`src/rtl/core/cmi_pkg.sv`:
```
// ----------------------------------------------------------------------------
// Colour map interpolator package
// Shared types, widths and fixed colours of the colour map interpolator.
// ----------------------------------------------------------------------------
package cmi_pkg;

  // Table size and position format.
  localparam int MaxKeys  = 16;
  localparam int FracBits = 8;

  localparam int SampleW = 32;
  localparam int ChanW   = 8;
  localparam int ColourW = 4 * ChanW;
  localparam int KeyW    = $clog2(MaxKeys);
  localparam int PosW    = KeyW + FracBits;
  localparam int NumW    = SampleW + KeyW;

  // Fixed colours of the special cases.
  localparam logic [ChanW-1:0] GreyLevel = 8'd179;
  localparam logic [ChanW-1:0] FullLevel = 8'd255;
  localparam logic [ChanW-1:0] PinkBlue  = 8'd128;

  typedef enum logic {
    CMD_WRITE = 1'b0,
    CMD_MAP   = 1'b1
  } cmd_e;

  typedef enum logic [1:0] {
    KIND_INTERP = 2'd0,
    KIND_GREY   = 2'd1,
    KIND_PINK   = 2'd2
  } colour_kind_e;

  typedef enum logic [1:0] {
    CFG_KEY_MIN   = 2'd0,
    CFG_KEY_MAX   = 2'd1,
    CFG_KEY_COUNT = 2'd2,
    CFG_USE_ALPHA = 2'd3
  } cfg_idx_e;

  typedef struct packed {
    cmd_e               command;
    logic signed [31:0] sample_value;
    logic [3:0]         entry_index;
    logic [7:0]         entry_red;
    logic [7:0]         entry_green;
    logic [7:0]         entry_blue;
    logic [7:0]         entry_alpha;
  } cmi_in_t;

  typedef struct packed {
    logic [7:0]   red;
    logic [7:0]   green;
    logic [7:0]   blue;
    logic [7:0]   alpha;
    colour_kind_e colour_kind;
  } cmi_out_t;

  // Information that travels beside the divider.
  typedef struct packed {
    cmd_e               command;
    colour_kind_e       kind;
    logic [3:0]         entry_index;
    logic [ColourW-1:0] entry_colour;
  } cmi_side_t;

endpackage

```
`src/rtl/core/cmi_div_pipe.sv`:
```
// ----------------------------------------------------------------------------
// Colour map interpolator divider pipeline
// Restoring division of the scaled offset by the key span, one quotient bit
// per stage, with the transaction's side information carried alongside.
// ----------------------------------------------------------------------------
module cmi_div_pipe (
  input  logic               clk_i,
  input  logic               rst_ni,
  input  logic               en_i,
  input  logic               vld_i,
  input  cmi_pkg::cmi_side_t side_i,
  input  logic [cmi_pkg::NumW-1:0]    num_i,
  input  logic [cmi_pkg::SampleW-1:0] span_i,
  output logic               vld_o,
  output cmi_pkg::cmi_side_t side_o,
  output logic [cmi_pkg::PosW-1:0]    quot_o
);
  import cmi_pkg::*;

  logic              vld_q  [PosW];
  cmi_side_t         side_q [PosW];
  logic [SampleW-1:0] rem_q [PosW];
  logic [PosW-1:0]   low_q  [PosW];
  logic [PosW-1:0]   quot_q [PosW];

  logic [SampleW-1:0] rem_in  [PosW];
  logic [PosW-1:0]    low_in  [PosW];
  logic [PosW-1:0]    quot_in [PosW];
  logic [SampleW:0]   trial   [PosW];
  logic [SampleW:0]   diff    [PosW];
  logic               ge      [PosW];
  logic [SampleW-1:0] rem_d   [PosW];
  logic [PosW-1:0]    low_d   [PosW];
  logic [PosW-1:0]    quot_d  [PosW];

  // Each stage shifts in one dividend bit and subtracts the span if it fits.
  // The upper dividend bits start below the span, so the quotient fits PosW.
  always_comb begin
    for (int s = 0; s < PosW; s++) begin
      if (s == 0) begin
        rem_in[s]  = num_i[NumW-1:KeyW];
        low_in[s]  = {num_i[KeyW-1:0], {FracBits{1'b0}}};
        quot_in[s] = '0;
      end else begin
        rem_in[s]  = rem_q[s-1];
        low_in[s]  = low_q[s-1];
        quot_in[s] = quot_q[s-1];
      end
      trial[s]  = {rem_in[s], low_in[s][PosW-1]};
      diff[s]   = trial[s] - {1'b0, span_i};
      ge[s]     = trial[s] >= {1'b0, span_i};
      rem_d[s]  = ge[s] ? diff[s][SampleW-1:0] : trial[s][SampleW-1:0];
      low_d[s]  = {low_in[s][PosW-2:0], 1'b0};
      quot_d[s] = {quot_in[s][PosW-2:0], ge[s]};
    end
  end

  // Stage valid bits.
  always_ff @(posedge clk_i or negedge rst_ni) begin
    if (!rst_ni) begin
      for (int s = 0; s < PosW; s++) begin
        vld_q[s] <= 1'b0;
      end
    end else if (en_i) begin
      vld_q[0] <= vld_i;
      for (int s = 1; s < PosW; s++) begin
        vld_q[s] <= vld_q[s-1];
      end
    end
  end

  // Stage data.
  always_ff @(posedge clk_i) begin
    if (en_i) begin
      side_q[0] <= side_i;
      for (int s = 1; s < PosW; s++) begin
        side_q[s] <= side_q[s-1];
      end
      for (int s = 0; s < PosW; s++) begin
        rem_q[s]  <= rem_d[s];
        low_q[s]  <= low_d[s];
        quot_q[s] <= quot_d[s];
      end
    end
  end

  assign vld_o  = vld_q[PosW-1];
  assign side_o = side_q[PosW-1];
  assign quot_o = quot_q[PosW-1];

endmodule

```
`src/rtl/core/colour_map_interpolator_core.sv`:
```
// ----------------------------------------------------------------------------
// Colour map interpolator core
// Maps signed Q16.16 samples to RGBA colours by linear interpolation over a
// table of up to 16 key colours held in a small synchronous memory.
// ----------------------------------------------------------------------------
// Usage:
//   Input transactions (in_valid_i / in_stall_o) carry either a key colour
//   write (command 0) or a sample to map (command 1). Writes produce no
//   output; each map produces one output transaction (out_valid_o /
//   out_stall_i) in the same order as the samples were accepted.
//   A table entry must be written before a sample maps onto it.
//   Pipeline: input register, range check, scaling multiply, 12 divider
//   stages (one quotient bit each), table read, then the interpolated output
//   register. Throughput: one transaction per cycle while the pipeline is
//   not held; the divider pipeline sets the latency and the dual-read table
//   port reads both key colours at once.
//   When the receiver stalls, one further result is caught in a skid
//   register; once that is full, in_stall_o rises and the whole pipeline
//   holds. Key colour writes pass through the same pipeline and update the
//   table at the read stage, so reads and writes stay in order.
//   Configuration is written through cfg_we_i while no transaction is in
//   flight. Reset clears the pipeline and loads the register defaults; the
//   table contents stay undefined until written.
// ----------------------------------------------------------------------------
module colour_map_interpolator_core (
  input  logic             clk_i,
  input  logic             rst_ni,
  input  logic             in_valid_i,
  output logic             in_stall_o,
  input  cmi_pkg::cmi_in_t in_data_i,
  output logic             out_valid_o,
  input  logic             out_stall_i,
  output cmi_pkg::cmi_out_t out_data_o,
  input  logic             cfg_we_i,
  input  logic [1:0]       cfg_idx_i,
  input  logic [31:0]      cfg_wdata_i
);
  import cmi_pkg::*;

  // Configuration registers and derived values.
  logic signed [SampleW-1:0] key_min_q, key_max_q;
  logic [4:0]                key_count_q;
  logic                      use_alpha_q;
  logic [SampleW-1:0]        span_q;
  logic [KeyW-1:0]           nm1_q;
  logic [KeyW-1:0]           nm1_d;

  always_ff @(posedge clk_i or negedge rst_ni) begin
    if (!rst_ni) begin
      key_min_q   <= '0;
      key_max_q   <= 32'sd16711680;
      key_count_q <= 5'd2;
      use_alpha_q <= 1'b0;
    end else if (cfg_we_i) begin
      case (cfg_idx_e'(cfg_idx_i))
        CFG_KEY_MIN:   key_min_q   <= cfg_wdata_i;
        CFG_KEY_MAX:   key_max_q   <= cfg_wdata_i;
        CFG_KEY_COUNT: key_count_q <= cfg_wdata_i[4:0];
        CFG_USE_ALPHA: use_alpha_q <= cfg_wdata_i[0];
        default: ;
      endcase
    end
  end

  // Out-of-range key counts are clamped to the usable range.
  always_comb begin
    if (key_count_q < 5'd2) begin
      nm1_d = KeyW'(1);
    end else if (32'(key_count_q) > MaxKeys) begin
      nm1_d = KeyW'(MaxKeys - 1);
    end else begin
      nm1_d = KeyW'(key_count_q - 5'd1);
    end
  end

  // The span and key count minus one are registered from the configuration.
  always_ff @(posedge clk_i or negedge rst_ni) begin
    if (!rst_ni) begin
      span_q <= 32'd16711680;
      nm1_q  <= KeyW'(1);
    end else begin
      span_q <= SampleW'(key_max_q - key_min_q);
      nm1_q  <= nm1_d;
    end
  end

  // Output register and skid register.
  logic     out_valid_q, skid_valid_q;
  cmi_out_t out_data_q, skid_data_q;
  logic     adv;

  assign adv        = !skid_valid_q;
  assign in_stall_o = skid_valid_q;

  // Input register.
  logic    a_vld_q;
  cmi_in_t a_q;

  always_ff @(posedge clk_i or negedge rst_ni) begin
    if (!rst_ni) begin
      a_vld_q <= 1'b0;
    end else if (adv) begin
      a_vld_q <= in_valid_i;
    end
  end

  always_ff @(posedge clk_i) begin
    if (adv && in_valid_i) begin
      a_q <= in_data_i;
    end
  end

  // Range check and offset from the first key.
  logic               is_pink, is_grey;
  logic [SampleW:0]   offset;
  cmi_side_t          b_side_d;

  always_comb begin
    is_pink = key_min_q == key_max_q;
    is_grey = (a_q.sample_value < key_min_q) || (a_q.sample_value > key_max_q);
    offset  = {a_q.sample_value[SampleW-1], a_q.sample_value}
              - {key_min_q[SampleW-1], key_min_q};
    b_side_d.command      = a_q.command;
    b_side_d.kind         = is_pink ? KIND_PINK : (is_grey ? KIND_GREY : KIND_INTERP);
    b_side_d.entry_index  = a_q.entry_index;
    b_side_d.entry_colour = {a_q.entry_red, a_q.entry_green, a_q.entry_blue,
                             a_q.entry_alpha};
  end

  logic               b_vld_q;
  cmi_side_t          b_side_q;
  logic [SampleW-1:0] b_offset_q;

  always_ff @(posedge clk_i or negedge rst_ni) begin
    if (!rst_ni) begin
      b_vld_q <= 1'b0;
    end else if (adv) begin
      b_vld_q <= a_vld_q;
    end
  end

  always_ff @(posedge clk_i) begin
    if (adv) begin
      b_side_q   <= b_side_d;
      b_offset_q <= offset[SampleW-1:0];
    end
  end

  // Scale the offset by the number of segments.
  logic            c_vld_q;
  cmi_side_t       c_side_q;
  logic [NumW-1:0] c_num_q;

  always_ff @(posedge clk_i or negedge rst_ni) begin
    if (!rst_ni) begin
      c_vld_q <= 1'b0;
    end else if (adv) begin
      c_vld_q <= b_vld_q;
    end
  end

  always_ff @(posedge clk_i) begin
    if (adv) begin
      c_side_q <= b_side_q;
      c_num_q  <= NumW'(b_offset_q) * NumW'(nm1_q);
    end
  end

  // Position along the table: scaled offset divided by the span.
  logic            d_vld;
  cmi_side_t       d_side;
  logic [PosW-1:0] d_quot;

  cmi_div_pipe u_div (
    .clk_i  (clk_i),
    .rst_ni (rst_ni),
    .en_i   (adv),
    .vld_i  (c_vld_q),
    .side_i (c_side_q),
    .num_i  (c_num_q),
    .span_i (span_q),
    .vld_o  (d_vld),
    .side_o (d_side),
    .quot_o (d_quot)
  );

  // Clamp the position below the last key and split segment and fraction.
  logic [PosW-1:0]     pos_limit, pos;
  logic [KeyW-1:0]     seg, seg_next;
  logic [FracBits-1:0] frac;

  always_comb begin
    pos_limit = {nm1_q, {FracBits{1'b0}}} - PosW'(1);
    pos       = (d_quot > pos_limit) ? pos_limit : d_quot;
    seg       = pos[PosW-1:FracBits];
    seg_next  = seg + KeyW'(1);
    frac      = pos[FracBits-1:0];
  end

  // Key colour table: writes and both reads happen in the same stage, so
  // accesses keep transaction order and no forwarding is needed.
  logic [ColourW-1:0]  table_mem [MaxKeys];
  logic [ColourW-1:0]  rd0_q, rd1_q;
  logic                r_vld_q;
  cmi_side_t           r_side_q;
  logic [FracBits-1:0] r_frac_q;

  always_ff @(posedge clk_i) begin
    if (adv) begin
      if (d_vld && d_side.command == CMD_WRITE && 32'(d_side.entry_index) < MaxKeys) begin
        table_mem[KeyW'(d_side.entry_index)] <= d_side.entry_colour;
      end
      rd0_q    <= table_mem[seg];
      rd1_q    <= table_mem[seg_next];
      r_side_q <= d_side;
      r_frac_q <= frac;
    end
  end

  always_ff @(posedge clk_i or negedge rst_ni) begin
    if (!rst_ni) begin
      r_vld_q <= 1'b0;
    end else if (adv) begin
      r_vld_q <= d_vld;
    end
  end

  // Linear blend of one channel, with the step rounded toward minus infinity.
  function automatic logic [ChanW-1:0] lerp_chan(input logic [ChanW-1:0] c0,
                                                 input logic [ChanW-1:0] c1,
                                                 input logic [FracBits-1:0] f);
    logic signed [ChanW:0]            dlt;
    logic signed [ChanW+FracBits+1:0] prod;
    logic signed [ChanW:0]            step;
    logic signed [ChanW:0]            sum;
    dlt  = $signed({1'b0, c1}) - $signed({1'b0, c0});
    prod = (ChanW+FracBits+2)'(dlt) * (ChanW+FracBits+2)'($signed({1'b0, f}));
    step = (ChanW+1)'(prod >>> FracBits);
    sum  = $signed({1'b0, c0}) + step;
    return sum[ChanW-1:0];
  endfunction

  // Final colour of the transaction in the read stage.
  cmi_out_t res;
  logic     res_vld;

  always_comb begin
    res_vld = r_vld_q && r_side_q.command == CMD_MAP;
    res.colour_kind = r_side_q.kind;
    case (r_side_q.kind)
      KIND_PINK: begin
        res.red   = FullLevel;
        res.green = '0;
        res.blue  = PinkBlue;
        res.alpha = FullLevel;
      end
      KIND_GREY: begin
        res.red   = GreyLevel;
        res.green = GreyLevel;
        res.blue  = GreyLevel;
        res.alpha = FullLevel;
      end
      default: begin
        res.red   = lerp_chan(rd0_q[31:24], rd1_q[31:24], r_frac_q);
        res.green = lerp_chan(rd0_q[23:16], rd1_q[23:16], r_frac_q);
        res.blue  = lerp_chan(rd0_q[15:8], rd1_q[15:8], r_frac_q);
        res.alpha = use_alpha_q ? lerp_chan(rd0_q[7:0], rd1_q[7:0], r_frac_q)
                                : FullLevel;
      end
    endcase
  end

  // Output register with a skid register behind it. The skid register only
  // fills while the output is held, and while it is full the pipeline holds.
  always_ff @(posedge clk_i or negedge rst_ni) begin
    if (!rst_ni) begin
      out_valid_q  <= 1'b0;
      skid_valid_q <= 1'b0;
    end else if (!out_valid_q || !out_stall_i) begin
      if (skid_valid_q) begin
        out_valid_q  <= 1'b1;
        skid_valid_q <= 1'b0;
      end else begin
        out_valid_q <= res_vld;
      end
    end else if (res_vld && adv) begin
      skid_valid_q <= 1'b1;
    end
  end

  always_ff @(posedge clk_i) begin
    if (!out_valid_q || !out_stall_i) begin
      if (skid_valid_q) begin
        out_data_q <= skid_data_q;
      end else if (res_vld) begin
        out_data_q <= res;
      end
    end else if (res_vld && adv) begin
      skid_data_q <= res;
    end
  end

  assign out_valid_o = out_valid_q;
  assign out_data_o  = out_data_q;

endmodule

```
`config.mk`:
```
export PLATFORM = sky130hd
export DESIGN_NAME = colour_map_interpolator_core
export DESIGN_NICKNAME = d
export VERILOG_FILES = /design/src/rtl/core/cmi_pkg.sv /design/src/rtl/core/cmi_div_pipe.sv /design/src/rtl/core/colour_map_interpolator_core.sv
export SDC_FILE = /design/constraint.sdc
export NUM_CORES = 2
export LEC_CHECK = 0
export BUFFER_PORTS_ARGS = -buffer_cell sky130_fd_sc_hd__buf_4
export CAP_MARGIN = 20
export CELL_PAD_IN_SITES_DETAIL_PLACEMENT = 1
export CELL_PAD_IN_SITES_GLOBAL_PLACEMENT = 1
export CORE_ASPECT_RATIO = 1.25
export CORE_UTILIZATION = 48
export CTS_BUF_LIST = sky130_fd_sc_hd__clkbuf_16
export CTS_CLUSTER_SIZE = 25
export DETAILED_ROUTE_END_ITERATION = 16
export PLACE_DENSITY = 0.74
export SYNTH_ARGS = -nofsm -noshare
export SYNTH_HDL_FRONTEND = slang
export SYNTH_HIERARCHICAL = 1
export SYNTH_SLANG_ARGS = --single-unit
```
`constraint.sdc`:
```
create_clock -name clk_i -period 36.1 [get_ports clk_i]
set_clock_uncertainty 0.05 [all_clocks]
set_input_delay 1.805 -clock clk_i [delete_from_list [all_inputs] [get_ports clk_i]]
set_output_delay 1.805 -clock clk_i [all_outputs]
set_load 0.1 [all_outputs]
```
==> flow_summary_export.csv <==
group,metric,value,unit
outcome,status,"finished, final reports clean",
synthesis,synth_common_cells,"edfxtp_1 (1774), nand2_1 (698), ha_1 (697), inv_1 (643), a21oi_1 (509)",
worst_hold_path,hold_path_class,"flip-flop to flip-flop",
timing,period_share,23.46,%
final_layout,final_nets,9709,
cts,clock_sinks,1898,
cts,numCtsBuffers,199,
route,drt_iter0_drc,4641,
critical_path,max_stage_delay,0.60,ns
timing,rsz0062_at_grt,"no",
critical_path,crit_slowest_cell,"o41ai_1",
final_layout,drive_gt1_share,13.25,%
critical_path,r2r_cells,31,
critical_path,crit_path_start_kind,"flip-flop",
synthesis,yosysSeqAreaShare,52.19,%
cts,cts_setup_buffers,0,
timing,tightest_slew,1.132,ns
final_layout,fillers,22378,
cts,cts_root_buf,"clkbuf_16",
route,drc,0,
timing,max_freq,0.1181,GHz
synthesis,ys_ff_latch,1898,
critical_path,crit_top_cell,"fa_1",
global_routing,antenna_found_initial,10,
timing,finalHoldViolCount,0,
worst_hold_path,hold-path-cell-count,0,
route,met3WireLength,12.69,mm
synthesis,synth_edf_count,1774,
floorplanning,die_h,532.5,um
critical_path,end_kind,"flip-flop",
global_routing,first_global_vias,76005,
floorplanning,num_rows,194,
route,vias,69443,
cts,cts-htree-levels,4,
route,postRouteAntennaNets,0,
place,place_congestion,0.8905,
critical_path,criticalPathCategory,"flip-flop to flip-flop",
critical_path,cp_max_fo,8,
job,drv_cap,0,
cts,clock_path_buffers,4,
final_layout,multiInputGateArea,48230,um2
cts,cts-resized-gates,0,
route,wire_per_inst,24.94,um
global_routing,grt_max_degree,211,
route,first_pass_iters,6,
route,vias_per_cell,5.934,
floorplanning,die_x,426.4,um
cts,clkTransAtPathRegs,0.07,ns
floorplanning,coreArea,223600,um2
synthesis,yosysMostFrequentCell,"edfxtp_1",
timing,relSlewSlack,24.51,%
floorplanning,io_pins,144,
synthesis,yosys.area.top_type,"edfxtp_1",
global_routing,grt_pass1_wl,448.5,mm
route,top_layer,"met5",
cts,cts_tree,"yes",
synthesis,synth_top_area_share,49.30,%
timing,setup_tns,0,ns
timing,maxSlewViolCount,0,
synthesis,syn_avg_cell_area,12.80,um2
floorplanning,fp.dieArea,227000,um2
synthesis,synth_area,108100,um2
global_routing,grt_overflow,0,
synthesis,ys_warn_count,6,
synthesis,synthArstFlopShare,6.533,%
synthesis,syn-num-nets,9546,
route,drt-met1-wl,112.7,mm
place,port_buffers,143,
synthesis,synthCells,8444,
final_layout,areaGrowthSynthToFinish,10.25,%
synthesis,synthTopCellsByArea,"edfxtp_1 (49%), ha_1 (8.1%), mux4_2 (6.0%)",
timing,setup_viol,0,
place,hpwlAfterDp,206.2,mm
floorplanning,initial_utilization,48.34,%
synthesis,synthFlopType,"edfxtp_1",
cts,holdBufCountCts,0,
timing,finalCriticalPeriod,8.470,ns
final_layout,seq_area,56400,um2
global_routing,grt_use_total,25.68,%
cts,clkLatencyLatePin,0.92,ns
critical_path,worstPathRequired,36.65,ns
route,dr_wl_met2,154.1,mm
synthesis,synth_cell_type_count,102,
critical_path,crit_arrival,9.02,ns
route,totalWireLength,291.9,mm
-- metal layers --
layer | global-route usage [%] | up-vias
met5 | 0 | -
met4 | 10.30 | 4
met3 | 3.231 | 538
met2 | 46.98 | 1794
met1 | 30.18 | 35636
li1 | - | 31471
-- registers in the layout, summed over array words and instances (netlist names), 11 cells and up --
register	count
a_q	69
b_offset_q	32
b_side_q	39
c_num_q	36
c_side_q	39
key_max_q	32
key_min_q	32
out_data_o	34
rd0_q	32
rd1_q	32
skid_data_q	34
span_q	32
table_mem	512
u_div/quot_q	78
u_div/rem_q	352
u_div/side_q	468
u_div/vld_q	11
-- worst paths after layout --
kind / end / slack (ns) / from
setup / recovery: out_data_o[17]$_DFFE_PP_ / 27.63 / rd0_q[8]$_DFFE_PN_
hold / removal: u_div/quot_q[2][2]$_DFFE_PP_ / 0.31 / u_div/quot_q[1][37]$_DFFE_PP_
setup reg to reg: out_data_o[17]$_DFFE_PP_ / 27.63 / rd0_q[8]$_DFFE_PN_
hold reg to reg: u_div/quot_q[2][2]$_DFFE_PP_ / 0.31 / u_div/quot_q[1][37]$_DFFE_PP_
max in group asynchronous: u_div/vld_o$_DFFE_PN0P_ / 33.90 / rst_ni
min in group asynchronous: key_max_q[12]$_DFFE_PN0P_ / 0.90 / rst_ni
-- layout make-up --
class	instances	area share [%]
diodes	3	0.006302
clock buffers	204	4.285
clock inverters	149	1.145
inverters	646	2.042
multi-input cells	5614	40.48
flip-flops and latches	1898	47.34
well taps	2940	3.088
repair buffers	248	1.608
-- cell usage in the layout, fill, tap and decap left out, types with 76 or more instances in the layout --
cell / synthesis / layout
a211oi_1: 76 / 76
a21o_1: 234 / 234
a21oi_1: 509 / 507
and2_1: 146 / 146
buf_4: 56 / 243
clkbuf_16: 0 / 204
dfrtp_1: 106 / 106
edfxtp_1: 1774 / 1774
fa_1: 297 / 297
ha_1: 697 / 696
inv_1: 643 / 661
mux2_2: 214 / 213
mux4_2: 287 / 287
nand2_1: 698 / 698
nand2b_1: 94 / 94
nand3_1: 97 / 97
nor2_1: 379 / 366
nor2b_1: 140 / 139
nor3_1: 83 / 78
o21ai_0: 419 / 419
xnor2_1: 307 / 306
xor2_1: 182 / 182
-- worst max-delay path, delay by kind of cell (launching register included) --
kind                     cells  cell delay [ns]
XOR/XNOR                     4             1.11
AND/OR/NAND/NOR              5             0.90
adder cells (fa/ha/maj)      8             3.28
flip-flops                   1             0.41
buffers and inverters        3             0.14
AO/OA/AOI/OAI               11             2.28
-- through the flow --
stage               utilization (%)  std cells  instance area (um2)  hold WS, ns  worst slack [ns]
finish                        53.29      11702               119100       0.3051             27.63
global placement              50.39      11346               112700       0.3501             27.76
global route                  53.29      11702               119100       0.3232             27.04
floorplan                         -       8444               108100       0.3503            0.4368
detailed placement            50.39      11346               112700       0.3551             27.66
CTS                           53.28      11699               119100       0.3049             27.63
-- cells by family (layout without fill, tap and decap cells) --
group	after synthesis	count (layout)	share of synthesized area, %
AOI/OAI and AO/OA	1716	1716	9.952
muxes	541	541	8.584
DFF	1898	1898	52.19
xor gates and xnor gates	491	491	3.999
other	0	3	0
adders and majority gates	994	994	13.57
and+or+nand+nor	1872	1872	8.244
buffers and inverters	932	1247	3.456
Power is not shown: default switching activity piles up to over one toggle a cycle in this logic, so the estimate is an artifact.
